==> config.mk <==
export PLATFORM = sky130hd
export DESIGN_NAME = port_name_table_allocator
export DESIGN_NICKNAME = d
export VERILOG_FILES = /design/src/hw/rtl/pnta_pkg.sv /design/src/hw/rtl/pnta_ram.sv /design/src/hw/rtl/pnta_name_map.sv /design/src/hw/rtl/pnta_port_pool.sv /design/src/hw/rtl/port_name_table_allocator.sv
export SDC_FILE = /design/constraint.sdc
export NUM_CORES = 2
export LEC_CHECK = 0
export ABC_AREA = 1
export BUFFER_PORTS_ARGS = -buffer_cell sky130_fd_sc_hd__buf_2
export CORE_MARGIN = 4
export CORE_UTILIZATION = 30
export CTS_BUF_LIST = sky130_fd_sc_hd__clkbuf_4 sky130_fd_sc_hd__clkbuf_8
export DETAILED_ROUTE_END_ITERATION = 6
export RECOVER_POWER = 100
export SYNTH_ARGS = -nofsm -noshare
export SYNTH_HDL_FRONTEND = slang
export SYNTH_SLANG_ARGS = --single-unit
==> constraint.sdc <==
create_clock -name clk -period 7.5 [get_ports clk]
set_input_delay 1.5 -clock clk [delete_from_list [all_inputs] [get_ports clk]]
set_output_delay 1.5 -clock clk [all_outputs]
set_load 0.05 [all_outputs]
==> src/hw/rtl/pnta_pkg.sv <==
`timescale 1ns / 1ps
`default_nettype none

package pnta_pkg;

	localparam int NAME_SLOTS = 256;
	localparam int PORT_SLOTS = 512;

	localparam int NAME_W   = $clog2(NAME_SLOTS);
	localparam int PORT_W   = $clog2(PORT_SLOTS);
	localparam int RIGHTS_W = 3;
	localparam int ENTRY_W  = PORT_W + RIGHTS_W;

	localparam int CHUNK_W = (NAME_SLOTS >= 64) ? 32 : NAME_SLOTS / 2;
	localparam int NCHUNK  = NAME_SLOTS / CHUNK_W;
	localparam int CIDX_W  = $clog2(NCHUNK);
	localparam int CBIT_W  = $clog2(CHUNK_W);
	localparam int STEP_W  = $clog2(NCHUNK + 1);

	localparam int ROW_W  = (PORT_SLOTS >= 64) ? 32 : PORT_SLOTS / 2;
	localparam int NROWS  = PORT_SLOTS / ROW_W;
	localparam int RIDX_W = $clog2(NROWS);
	localparam int BIT_W  = $clog2(ROW_W);

	typedef enum logic [1:0] {
		OP_ALLOC  = 2'd0,
		OP_BIND   = 2'd1,
		OP_LOOKUP = 2'd2,
		OP_FREE   = 2'd3
	} op_t;

	typedef enum logic [1:0] {
		STAT_OK         = 2'd0,
		STAT_INVALID    = 2'd1,
		STAT_NO_NAME    = 2'd2,
		STAT_POOL_EMPTY = 2'd3
	} status_t;

	typedef enum logic [2:0] {
		ST_IDLE,
		ST_ALLOC,
		ST_SCAN,
		ST_NAME_RD,
		ST_PORT_RD,
		ST_DONE
	} state_t;

	typedef struct packed {
		logic              scan;
		logic              clr;
		logic [NAME_W-1:0] name;
	} name_req_t;

	typedef struct packed {
		logic              done;
		logic              found;
		logic [NAME_W-1:0] name;
	} name_rsp_t;

	typedef struct packed {
		logic              rd;
		logic [RIDX_W-1:0] rd_row;
		logic              wr;
		logic [RIDX_W-1:0] wr_row;
		logic [ROW_W-1:0]  wr_word;
	} pool_req_t;

endpackage

`default_nettype wire

==> src/hw/rtl/pnta_ram.sv <==
`timescale 1ns / 1ps
`default_nettype none

module pnta_ram #(
	parameter int DEPTH = 256,
	parameter int WIDTH = 12
) (
	input  wire logic                     clk,
	input  wire logic                     we,
	input  wire logic [$clog2(DEPTH)-1:0] waddr,
	input  wire logic [WIDTH-1:0]         wdata,
	input  wire logic                     re,
	input  wire logic [$clog2(DEPTH)-1:0] raddr,
	output logic      [WIDTH-1:0]         rdata
);

	logic [WIDTH-1:0] mem [DEPTH];

	always_ff @(posedge clk) begin
		if (we) begin
			mem[waddr] <= wdata;
		end
		if (re) begin
			rdata <= mem[raddr];
		end
	end

endmodule

`default_nettype wire

==> src/hw/rtl/pnta_name_map.sv <==
`timescale 1ns / 1ps
`default_nettype none

module pnta_name_map import pnta_pkg::*; (
	input  wire logic              clk,
	input  wire logic              arst_n,
	input  wire name_req_t         req,
	input  wire logic [NAME_W-1:0] lk_name,
	output logic                   lk_valid,
	output name_rsp_t              rsp
);

	logic [NAME_SLOTS-1:0] valid_q;
	logic [NAME_W-1:0]     hint_q;
	logic                  busy_q;
	logic [STEP_W-1:0]     step_q;
	logic [CIDX_W-1:0]     chunk_q;
	logic [CBIT_W-1:0]     lo_q;

	logic [NAME_W-1:0]  start;
	logic [CHUNK_W-1:0] bits;
	logic [CHUNK_W-1:0] mask;
	logic [CHUNK_W-1:0] free;
	logic [CBIT_W-1:0]  idx;
	logic               found;
	logic               last;
	logic [NAME_W-1:0]  hit_name;

	assign lk_valid = valid_q[lk_name];
	assign start    = (hint_q == '0) ? NAME_W'(1) : hint_q;
	assign bits     = valid_q[{chunk_q, CBIT_W'(0)} +: CHUNK_W];
	assign last     = (step_q == STEP_W'(NCHUNK));

	always_comb begin
		for (int j = 0; j < CHUNK_W; j++) begin
			if (step_q == '0) begin
				mask[j] = (CBIT_W'(j) >= lo_q);
			end else if (last) begin
				mask[j] = (CBIT_W'(j) < lo_q);
			end else begin
				mask[j] = 1'b1;
			end
		end
		if (chunk_q == '0) begin
			mask[0] = 1'b0;
		end
	end

	assign free  = ~bits & mask;
	assign found = |free;

	always_comb begin
		idx = '0;
		for (int j = CHUNK_W - 1; j >= 0; j--) begin
			if (free[j]) begin
				idx = CBIT_W'(j);
			end
		end
	end

	assign hit_name  = {chunk_q, idx};
	assign rsp.done  = busy_q && (found || last);
	assign rsp.found = busy_q && found;
	assign rsp.name  = hit_name;

	always_ff @(posedge clk or negedge arst_n) begin
		if (!arst_n) begin
			valid_q <= '0;
			hint_q  <= NAME_W'(1);
			busy_q  <= 1'b0;
			step_q  <= '0;
			chunk_q <= '0;
			lo_q    <= '0;
		end else begin
			if (req.clr) begin
				valid_q[req.name] <= 1'b0;
			end
			if (req.scan) begin
				busy_q  <= 1'b1;
				step_q  <= '0;
				chunk_q <= start[NAME_W-1:CBIT_W];
				lo_q    <= start[CBIT_W-1:0];
			end else if (busy_q) begin
				if (found) begin
					valid_q[hit_name] <= 1'b1;
					hint_q            <= hit_name + NAME_W'(1);
					busy_q            <= 1'b0;
				end else if (last) begin
					busy_q <= 1'b0;
				end else begin
					step_q  <= step_q + STEP_W'(1);
					chunk_q <= (chunk_q == CIDX_W'(NCHUNK - 1)) ? '0 : chunk_q + CIDX_W'(1);
				end
			end
		end
	end

endmodule

`default_nettype wire

==> src/hw/rtl/pnta_port_pool.sv <==
`timescale 1ns / 1ps
`default_nettype none

module pnta_port_pool import pnta_pkg::*; (
	input  wire logic              clk,
	input  wire logic              arst_n,
	input  wire pool_req_t         req,
	output logic [ROW_W-1:0]       rd_word,
	output logic                   full,
	output logic [RIDX_W-1:0]      free_row
);

	logic [NROWS-1:0] row_valid_q;
	logic [NROWS-1:0] row_full_q;
	logic             rd_ok_q;
	logic [ROW_W-1:0] ram_rdata;

	pnta_ram #(
		.DEPTH(NROWS),
		.WIDTH(ROW_W)
	) u_rows (
		.clk  (clk),
		.we   (req.wr),
		.waddr(req.wr_row),
		.wdata(req.wr_word),
		.re   (req.rd),
		.raddr(req.rd_row),
		.rdata(ram_rdata)
	);

	assign rd_word = rd_ok_q ? ram_rdata : '0;
	assign full    = &row_full_q;

	always_comb begin
		free_row = '0;
		for (int r = NROWS - 1; r >= 0; r--) begin
			if (!row_full_q[r]) begin
				free_row = RIDX_W'(r);
			end
		end
	end

	always_ff @(posedge clk or negedge arst_n) begin
		if (!arst_n) begin
			row_valid_q <= '0;
			row_full_q  <= '0;
			rd_ok_q     <= 1'b0;
		end else begin
			if (req.rd) begin
				rd_ok_q <= row_valid_q[req.rd_row];
			end
			if (req.wr) begin
				row_valid_q[req.wr_row] <= 1'b1;
				row_full_q[req.wr_row]  <= &req.wr_word;
			end
		end
	end

endmodule

`default_nettype wire

==> src/hw/rtl/port_name_table_allocator.sv <==
`timescale 1ns / 1ps
`default_nettype none

// Port name table allocator: one request is processed at a time and yields exactly one
// response. Allocate takes the lowest free port and binds it to a name found by a next-fit
// scan from a rotating hint; bind does the same for a given port; lookup and free work on
// one name. An error goes straight to the done state; lookup and free read the name store
// and then the port row; bind runs the name scan, and allocate reads the free row before
// the scan, which checks one 32-name chunk of the valid bits per cycle. Port slots are
// tracked as 32-bit rows in a small memory with per-row full flags, so the first free
// port costs one row read. The response register lets the next request be accepted while
// a result is still waiting; a request that finishes while the previous result is still
// held waits in the done state until that transfer happens.
module port_name_table_allocator import pnta_pkg::*; (
	input  wire logic        clk,
	input  wire logic        arst_n,
	input  wire logic        req_valid,
	output logic             req_ready,
	input  wire logic [1:0]  op,
	input  wire logic [15:0] port_name,
	input  wire logic [8:0]  port_slot,
	input  wire logic [2:0]  rights,
	output logic             rsp_valid,
	input  wire logic        rsp_ready,
	output logic [1:0]       status,
	output logic [7:0]       granted_name,
	output logic [8:0]       found_port,
	output logic [2:0]       found_rights
);

	state_t state_q, state_d;

	op_t                 op_q, op_d;
	logic [PORT_W-1:0]   port_q, port_d;
	logic [RIGHTS_W-1:0] rights_q, rights_d;
	logic [ROW_W-1:0]    word_q, word_d;
	status_t             status_q, status_d;
	logic [7:0]          granted_q, granted_d;
	logic [8:0]          fport_q, fport_d;
	logic [2:0]          frights_q, frights_d;

	logic                rsp_valid_q;
	status_t             rsp_status_q;
	logic [7:0]          rsp_granted_q;
	logic [8:0]          rsp_port_q;
	logic [2:0]          rsp_rights_q;
	logic                rsp_load;

	name_req_t           name_req;
	name_rsp_t           name_rsp;
	logic [NAME_W-1:0]   lk_name;
	logic                lk_valid;
	logic                nm_ok;
	logic                slot_ok;

	pool_req_t           pool_req;
	logic [ROW_W-1:0]    pool_rd_word;
	logic                pool_full;
	logic [RIDX_W-1:0]   free_row;
	logic [BIT_W-1:0]    zero_idx;

	logic                nram_we;
	logic                nram_re;
	logic [ENTRY_W-1:0]  nram_rdata;
	logic [PORT_W-1:0]   entry_port;

	assign lk_name    = port_name[NAME_W-1:0];
	assign nm_ok      = (port_name != '0) && (int'(port_name) < NAME_SLOTS) && lk_valid;
	assign slot_ok    = (int'(port_slot) < PORT_SLOTS);
	assign entry_port = nram_rdata[ENTRY_W-1:RIGHTS_W];
	assign req_ready  = (state_q == ST_IDLE);

	pnta_name_map u_name_map (
		.clk     (clk),
		.arst_n  (arst_n),
		.req     (name_req),
		.lk_name (lk_name),
		.lk_valid(lk_valid),
		.rsp     (name_rsp)
	);

	pnta_ram #(
		.DEPTH(NAME_SLOTS),
		.WIDTH(ENTRY_W)
	) u_name_store (
		.clk  (clk),
		.we   (nram_we),
		.waddr(name_rsp.name),
		.wdata({port_q, rights_q}),
		.re   (nram_re),
		.raddr(lk_name),
		.rdata(nram_rdata)
	);

	pnta_port_pool u_port_pool (
		.clk     (clk),
		.arst_n  (arst_n),
		.req     (pool_req),
		.rd_word (pool_rd_word),
		.full    (pool_full),
		.free_row(free_row)
	);

	always_comb begin
		zero_idx = '0;
		for (int j = ROW_W - 1; j >= 0; j--) begin
			if (!pool_rd_word[j]) begin
				zero_idx = BIT_W'(j);
			end
		end
	end

	always_ff @(posedge clk or negedge arst_n) begin
		if (!arst_n) begin
			state_q <= ST_IDLE;
		end else begin
			state_q <= state_d;
		end
	end

	always_comb begin
		state_d   = state_q;
		op_d      = op_q;
		port_d    = port_q;
		rights_d  = rights_q;
		word_d    = word_q;
		status_d  = status_q;
		granted_d = granted_q;
		fport_d   = fport_q;
		frights_d = frights_q;
		name_req  = '0;
		pool_req  = '0;
		nram_we   = 1'b0;
		nram_re   = 1'b0;
		rsp_load  = 1'b0;
		name_req.name = lk_name;
		case (state_q)
			ST_IDLE: begin
				if (req_valid) begin
					op_d      = op_t'(op);
					rights_d  = rights;
					status_d  = STAT_OK;
					granted_d = '0;
					fport_d   = '0;
					frights_d = '0;
					case (op_t'(op))
						OP_ALLOC: begin
							if (pool_full) begin
								status_d = STAT_POOL_EMPTY;
								state_d  = ST_DONE;
							end else begin
								port_d          = {free_row, BIT_W'(0)};
								pool_req.rd     = 1'b1;
								pool_req.rd_row = free_row;
								state_d         = ST_ALLOC;
							end
						end
						OP_BIND: begin
							if (!slot_ok) begin
								status_d = STAT_INVALID;
								state_d  = ST_DONE;
							end else begin
								port_d        = PORT_W'(port_slot);
								name_req.scan = 1'b1;
								state_d       = ST_SCAN;
							end
						end
						OP_LOOKUP, OP_FREE: begin
							if (!nm_ok) begin
								status_d = STAT_INVALID;
								state_d  = ST_DONE;
							end else begin
								nram_re      = 1'b1;
								name_req.clr = (op_t'(op) == OP_FREE);
								state_d      = ST_NAME_RD;
							end
						end
						default: begin
							status_d = STAT_INVALID;
							state_d  = ST_DONE;
						end
					endcase
				end
			end
			ST_ALLOC: begin
				word_d                = pool_rd_word;
				port_d[BIT_W-1:0]     = zero_idx;
				name_req.scan         = 1'b1;
				state_d               = ST_SCAN;
			end
			ST_SCAN: begin
				if (name_rsp.done) begin
					if (name_rsp.found) begin
						nram_we   = 1'b1;
						granted_d = 8'(name_rsp.name);
						if (op_q == OP_ALLOC) begin
							fport_d          = 9'(port_q);
							pool_req.wr      = 1'b1;
							pool_req.wr_row  = port_q[PORT_W-1:BIT_W];
							pool_req.wr_word = word_q | (ROW_W'(1) << port_q[BIT_W-1:0]);
						end
					end else begin
						status_d = STAT_NO_NAME;
					end
					state_d = ST_DONE;
				end
			end
			ST_NAME_RD: begin
				port_d          = entry_port;
				frights_d       = nram_rdata[RIGHTS_W-1:0];
				pool_req.rd     = 1'b1;
				pool_req.rd_row = entry_port[PORT_W-1:BIT_W];
				state_d         = ST_PORT_RD;
			end
			ST_PORT_RD: begin
				if (op_q == OP_LOOKUP) begin
					if (pool_rd_word[port_q[BIT_W-1:0]]) begin
						fport_d = 9'(port_q);
					end else begin
						status_d  = STAT_INVALID;
						frights_d = '0;
					end
				end else begin
					frights_d        = '0;
					pool_req.wr      = 1'b1;
					pool_req.wr_row  = port_q[PORT_W-1:BIT_W];
					pool_req.wr_word = pool_rd_word & ~(ROW_W'(1) << port_q[BIT_W-1:0]);
				end
				state_d = ST_DONE;
			end
			ST_DONE: begin
				if (!rsp_valid_q || rsp_ready) begin
					rsp_load = 1'b1;
					state_d  = ST_IDLE;
				end
			end
			default: begin
				state_d = ST_IDLE;
			end
		endcase
	end

	always_ff @(posedge clk) begin
		op_q      <= op_d;
		port_q    <= port_d;
		rights_q  <= rights_d;
		word_q    <= word_d;
		status_q  <= status_d;
		granted_q <= granted_d;
		fport_q   <= fport_d;
		frights_q <= frights_d;
		if (rsp_load) begin
			rsp_status_q  <= status_q;
			rsp_granted_q <= granted_q;
			rsp_port_q    <= fport_q;
			rsp_rights_q  <= frights_q;
		end
	end

	always_ff @(posedge clk or negedge arst_n) begin
		if (!arst_n) begin
			rsp_valid_q <= 1'b0;
		end else if (rsp_load) begin
			rsp_valid_q <= 1'b1;
		end else if (rsp_ready) begin
			rsp_valid_q <= 1'b0;
		end
	end

	assign rsp_valid    = rsp_valid_q;
	assign status       = rsp_status_q;
	assign granted_name = rsp_granted_q;
	assign found_port   = rsp_port_q;
	assign found_rights = rsp_rights_q;

	// A name handed out by the scan is never the reserved name zero.
	a_scan_skips_zero: assert property (@(posedge clk) disable iff (!arst_n)
		name_rsp.done && name_rsp.found |-> name_rsp.name != '0)
		else $error("name scan granted name zero");

	// The row chosen for an allocation always has a free port in it.
	a_alloc_row_has_room: assert property (@(posedge clk) disable iff (!arst_n)
		state_q == ST_ALLOC |-> !(&pool_rd_word))
		else $error("allocation read a full port row");

	// A new response appears only after the request has finished.
	a_rsp_after_done: assert property (@(posedge clk) disable iff (!arst_n)
		$rose(rsp_valid_q) |-> $past(state_q) == ST_DONE)
		else $error("response raised outside the done state");

	// A name scan finishes only in the scan state, so no request is taken while it runs.
	a_no_accept_in_scan: assert property (@(posedge clk) disable iff (!arst_n)
		name_rsp.done |-> state_q == ST_SCAN)
		else $error("name scan finished outside the scan state");

endmodule

`default_nettype wire

==> Flow_metrics.wiki <==
{| class="wikitable"
! Metric !! Value
|-
| Status || complete, but fails checks
|-
| Violated checks || design-rule violations, max-capacitance violations, max-slew violations
|-
| Root Buffer Master || clkbuf_8
|-
| Average cell area after synthesis || 13.27 um^2
|-
| Area grow syn2layout || 14.81%
|-
| Leak pwr || 57.33 nW
|-
| Relative contribution of sequential cells to total power || 47.5%
|-
| Cell Area, Synth || 0.1617 mm^2
|-
| Postcts setup bufs || 0
|-
| Global route hottest layer || met2
|-
| Synthesized instance count || 12180
|-
| Global placer's final weighted congestion || 1.083
|-
| Post-place instance area || 0.1741 mm^2
|-
| Net switching component of the power || 19.33 mW
|-
| Worst min path class || reg -> reg
|-
| Cell-by-cell trace of the critical path || clkbuf_1 > nor2_2 > buf_4 > clkinvlp_4 > clkbuf_2 > a31oi_1 > nor4_1 > o22ai_1 > a211oi_1 > o221ai_1
|-
| Net count of the finished layout || 12660
|-
| Top-level I/O count || 58
|-
| Critical path data arrival time || 8.27 ns
|-
| Slack of the worst reg-to-reg path || 0.27 ns
|-
| Floorplan die width || 742.1 um
|-
| Post-synth net total || 12220
|-
| Kind of capture point of the worst setup path || register
|-
| Core area || 0.5368 mm^2
|-
| TNS Setup || 0 ns
|-
| Family with the most delay on the worst path || buffers and inverters
|-
| Post-DP HPWL || 351800 um
|-
| Number of clock sinks seen by CTS || 4032
|-
| Layout Cell Area excl Fill || 0.1856 mm^2
|-
| Clock network latency to the later pin of the worst-skew pair || 1.27 ns
|-
| Portion of synthesized cell area occupied by the leading cell type || 69.05%
|-
| Clock buffer count from CTS || 655
|-
| Worst hold slack across all endpoints || 0.4177 ns
|-
| Post-synthesis cell type with the largest combined area || edfxtp_1
|-
| Global routing met3 resource utilization || 5.501%
|-
| Synthesis warning total || 0
|-
| Worst EP required || 8.33 ns
|-
| Post-detailed-route DRC marker count || 17
|-
| Initial drt markers || 16990
|-
| Internal portion of total power || 39.71 mW
|-
| Total routing resource utilization after global routing || 19.74%
|-
| Mean routed wirelength per cell || 28.01 um
|-
| Count of distinct cell types in the synthesized netlist || 62
|-
| Maximum achievable frequency || 0.1343 GHz
|-
| Most used standard cell by instance count after synthesis || edfxtp_1
|-
| Final instance count without filler cells || 20350
|-
| Power density over the cells || 318.0 mW/mm^2
|-
| Hold Violations, Final || 0
|-
| Vias in the first global route || 106100
|-
| Worst Path Max Fanout || 90
|-
| Setup repair after global routing missed its margin || no
|-
| Leading post-synthesis cells by instance count || edfxtp_1 (3718), nand3_1 (1678), o21ai_0 (942)
|-
| Total number of placement rows || 269
|-
| Port buffer count || 57
|-
| R2r worst-path depth || 19
|-
| Number of violations of the max-capacitance limit || 58
|-
| Count of buffering cells on the critical path with inverters included || 4
|-
| Number of H-tree levels || 6
|-
| EDFF count, synth || 3718
|-
| Shortest period the worst path allows || 7.444 ns
|-
| Final max-slew violation count || 3399
|-
| Clock Skew || 0.1424 ns
|-
| Dominant synthesized flop cell || edfxtp_1
|-
| Maximum resistive drop on vdd || 0.3430 mV
|-
| Nature of the critical path startpoint || input pin
|-
| Hold_sp || granted_q[1]$_SDFFCE_PN0P_
|-
| Hold bufs inserted after CTS || 0
|-
| Wire length of the first global-routing pass || 800900 um
|-
| Total of endpoints with negative setup slack in the final report || 0
|-
| Reg-to-reg endpoint || u_name_store.mem[214][10]$_DFFE_PP_
|-
| Drt total wl || 569900 um
|-
| End point of the most critical hold path || granted_name[1]$_DFFE_PP_
|-
| Count of cells resized by post-cts repair || 0
|-
| CP max-delay cell || clkinvlp_4
|-
| Slew Limit Headroom || -332.7%
|-
| Clock network fraction of total power || 32.5%
|-
| CTS tree || done
|-
| Worst Setup Slack, final || 0.05554 ns
|-
| Most area-consuming cells after synthesis || edfxtp_1 (69%), nand3_1 (5.2%), dfrtp_1 (4.8%)
|-
| Global routing usage on met1 || 27.22%
|-
| Clock-pin slew on the worst setup and hold paths || 0.06 ns
|-
| Starting Density || 30.12%
|-
| Number of detailed-routing iterations run before antenna repair || 7
|-
| Sequential fraction of the synthesis area || 73.91%
|-
| Pin count of the biggest net entering global routing || 212
|-
| Fraction of layout cells with a size suffix above 1 || 12.78%
|-
| Worst Setup Slack post-DPL || 1.033 ns
|-
| Number of instances in the placed design || 19140
|-
| Number of antenna violations at the first check in global routing || 43
|-
| Die area || 0.5508 mm^2
|-
| Critical path startpoint || port_name[3]
|-
| Max stage delay on crit path || 1.70 ns
|-
| Overall overflow remaining after global route || 0
|-
| Vias || 113600
|-
| Critical path start-end classification || in -> reg
|-
| Post-route fraction of the period consumed by the critical path || 99.26%
|-
| Hold path cells || 0
|-
| FF+latch count, synth || 4032
|-
| FF-to-FF Start || u_name_map.chunk_q[1]$_DFFE_PN0P_
|-
| Via count normalized by instance count || 5.584
|-
| Share of total power in combinational logic || 20.0%
|-
| Count of nets left with antenna violations after detail routing || 0
|-
| Maximum buffer depth of the clock tree || 4
|-
| Actual slew at the worst max-slew pin || 6.491 ns
|-
| Async set-or-reset flop fraction in the synthesized netlist || 7.788%
|-
| M2 GR Usage || 29.23%
|-
| Die Ht || 742.1 um
|-
| Share of total power consumed by net switching || 32.74%
|}
-- sequential cells by signal, summed over array words and instances, names as in the netlist, 4 cells and up --
register                  cells
u_name_map.step_q             4
word_q                       32
u_port_pool.u_rows.rdata     32
u_name_map.valid_q          256
granted_name                  8
u_name_store.mem           3072
u_port_pool.row_full_q       16
granted_q                     8
found_port                    9
u_port_pool.u_rows.mem      512
u_port_pool.row_valid_q      16
u_name_map.lo_q               5
fport_q                       9
u_name_map.hint_q             8
port_q                        9
u_name_store.rdata           12
-- how the worst max path moves through the flow --
stage / endpoint / slack, ns / cells after the start
floorplan: u_port_pool.row_full_q[9]$_DFFE_PN0P_ / 0.93 / 9
global placement: u_name_store.mem[202][7]$_DFFE_PP_ / 1.01 / 43
detailed placement: u_name_store.rdata[4]$_DFFE_PP_ / 1.03 / 11
CTS: u_name_store.mem[202][0]$_DFFE_PP_ / 1.05 / 45
global route: u_port_pool.u_rows.mem[4][11]$_DFFE_PP_ / 0.28 / 24
finish: u_name_store.rdata[8]$_DFFE_PP_ / 0.06 / 10
-- through the flow --
step                      power, mW  utilization (%)
after floorplan               33.65                -
after global placement        39.83            32.42
after detailed placement      39.87            32.42
after CTS                     58.92            34.87
after global routing          60.71            34.57
final                         59.03            34.58
-- placed cells by master (no fill, tap or decap), drive strengths merged, types with 9 or more instances in the layout --
| master | n |
|---|---|
| o22ai | 117 |
| nand3 | 1679 |
| buf | 435 |
| clkinvlp | 15 |
| clkbuf | 1214 |
| a31oi | 776 |
| nor3 | 62 |
| o32ai | 13 |
| nand4 | 31 |
| inv | 336 |
| edfxtp | 3718 |
| bufinv | 15 |
| ha | 9 |
| a22oi | 834 |
| diode | 18 |
| o2111ai | 16 |
| o31ai | 58 |
| o21ai | 968 |
| a211oi | 11 |
| or4 | 19 |
| o211ai | 122 |
| o22a | 12 |
| nand2 | 830 |
| a21oi | 109 |
| clkinv | 234 |
| nor4 | 178 |
| dfrtp | 313 |
| o221ai | 101 |
| or2 | 19 |
| o41ai | 26 |
| nor2 | 831 |
| a221oi | 13 |
-- logic make-up (layout without fill, tap and decap cells) --
kind of cell,after synthesis,after routing,synth area share (%)
other,0,18,0
adders and majority gates,9,9,0.06965
buffers and inverters,1285,2250,3.044
AOI/OAI and AO/OA,3205,3205,12.70
DFF,4032,4032,73.91
and+or+nand+nor,3650,3650,10.27
-- per-layer routing --
| layer | up-vias | part of all wire [%] |
|---|---|---|
| li1 | 48360 | - |
| met1 | 57390 | 40 |
| met2 | 6565 | 44 |
| met3 | 1242 | 11 |
| met4 | 36 | 4.7 |
| met5 | - | 0.047 |
-- layout make-up --
cell class / instances / area, um^2
fillers: 52180 / 351200
clock inverters: 286 / 2143
clock buffers: 901 / 10970
flip-flops and latches: 4032 / 119500
inverters: 314 / 1217
well taps: 7181 / 8985
repair buffers: 749 / 5095
diodes: 18 / 45.04
multi-input cells: 6864 / 37670
-- power groups by stage --
stage / sequential, mW / combinational [mW] / clock, mW
4_1_cts: 27.7 / 11.7 / 19.5
6_report: 28.0 / 11.8 / 19.2
3_5_place_dp: 28.2 / 11.7 / 0
2_1_floorplan: 29.4 / 4.22 / 0
3_3_place_gp: 28.2 / 11.7 / 0
5_1_grt: 28.1 / 12.1 / 20.5
Note: power is estimated with default switching activity, not from simulation.
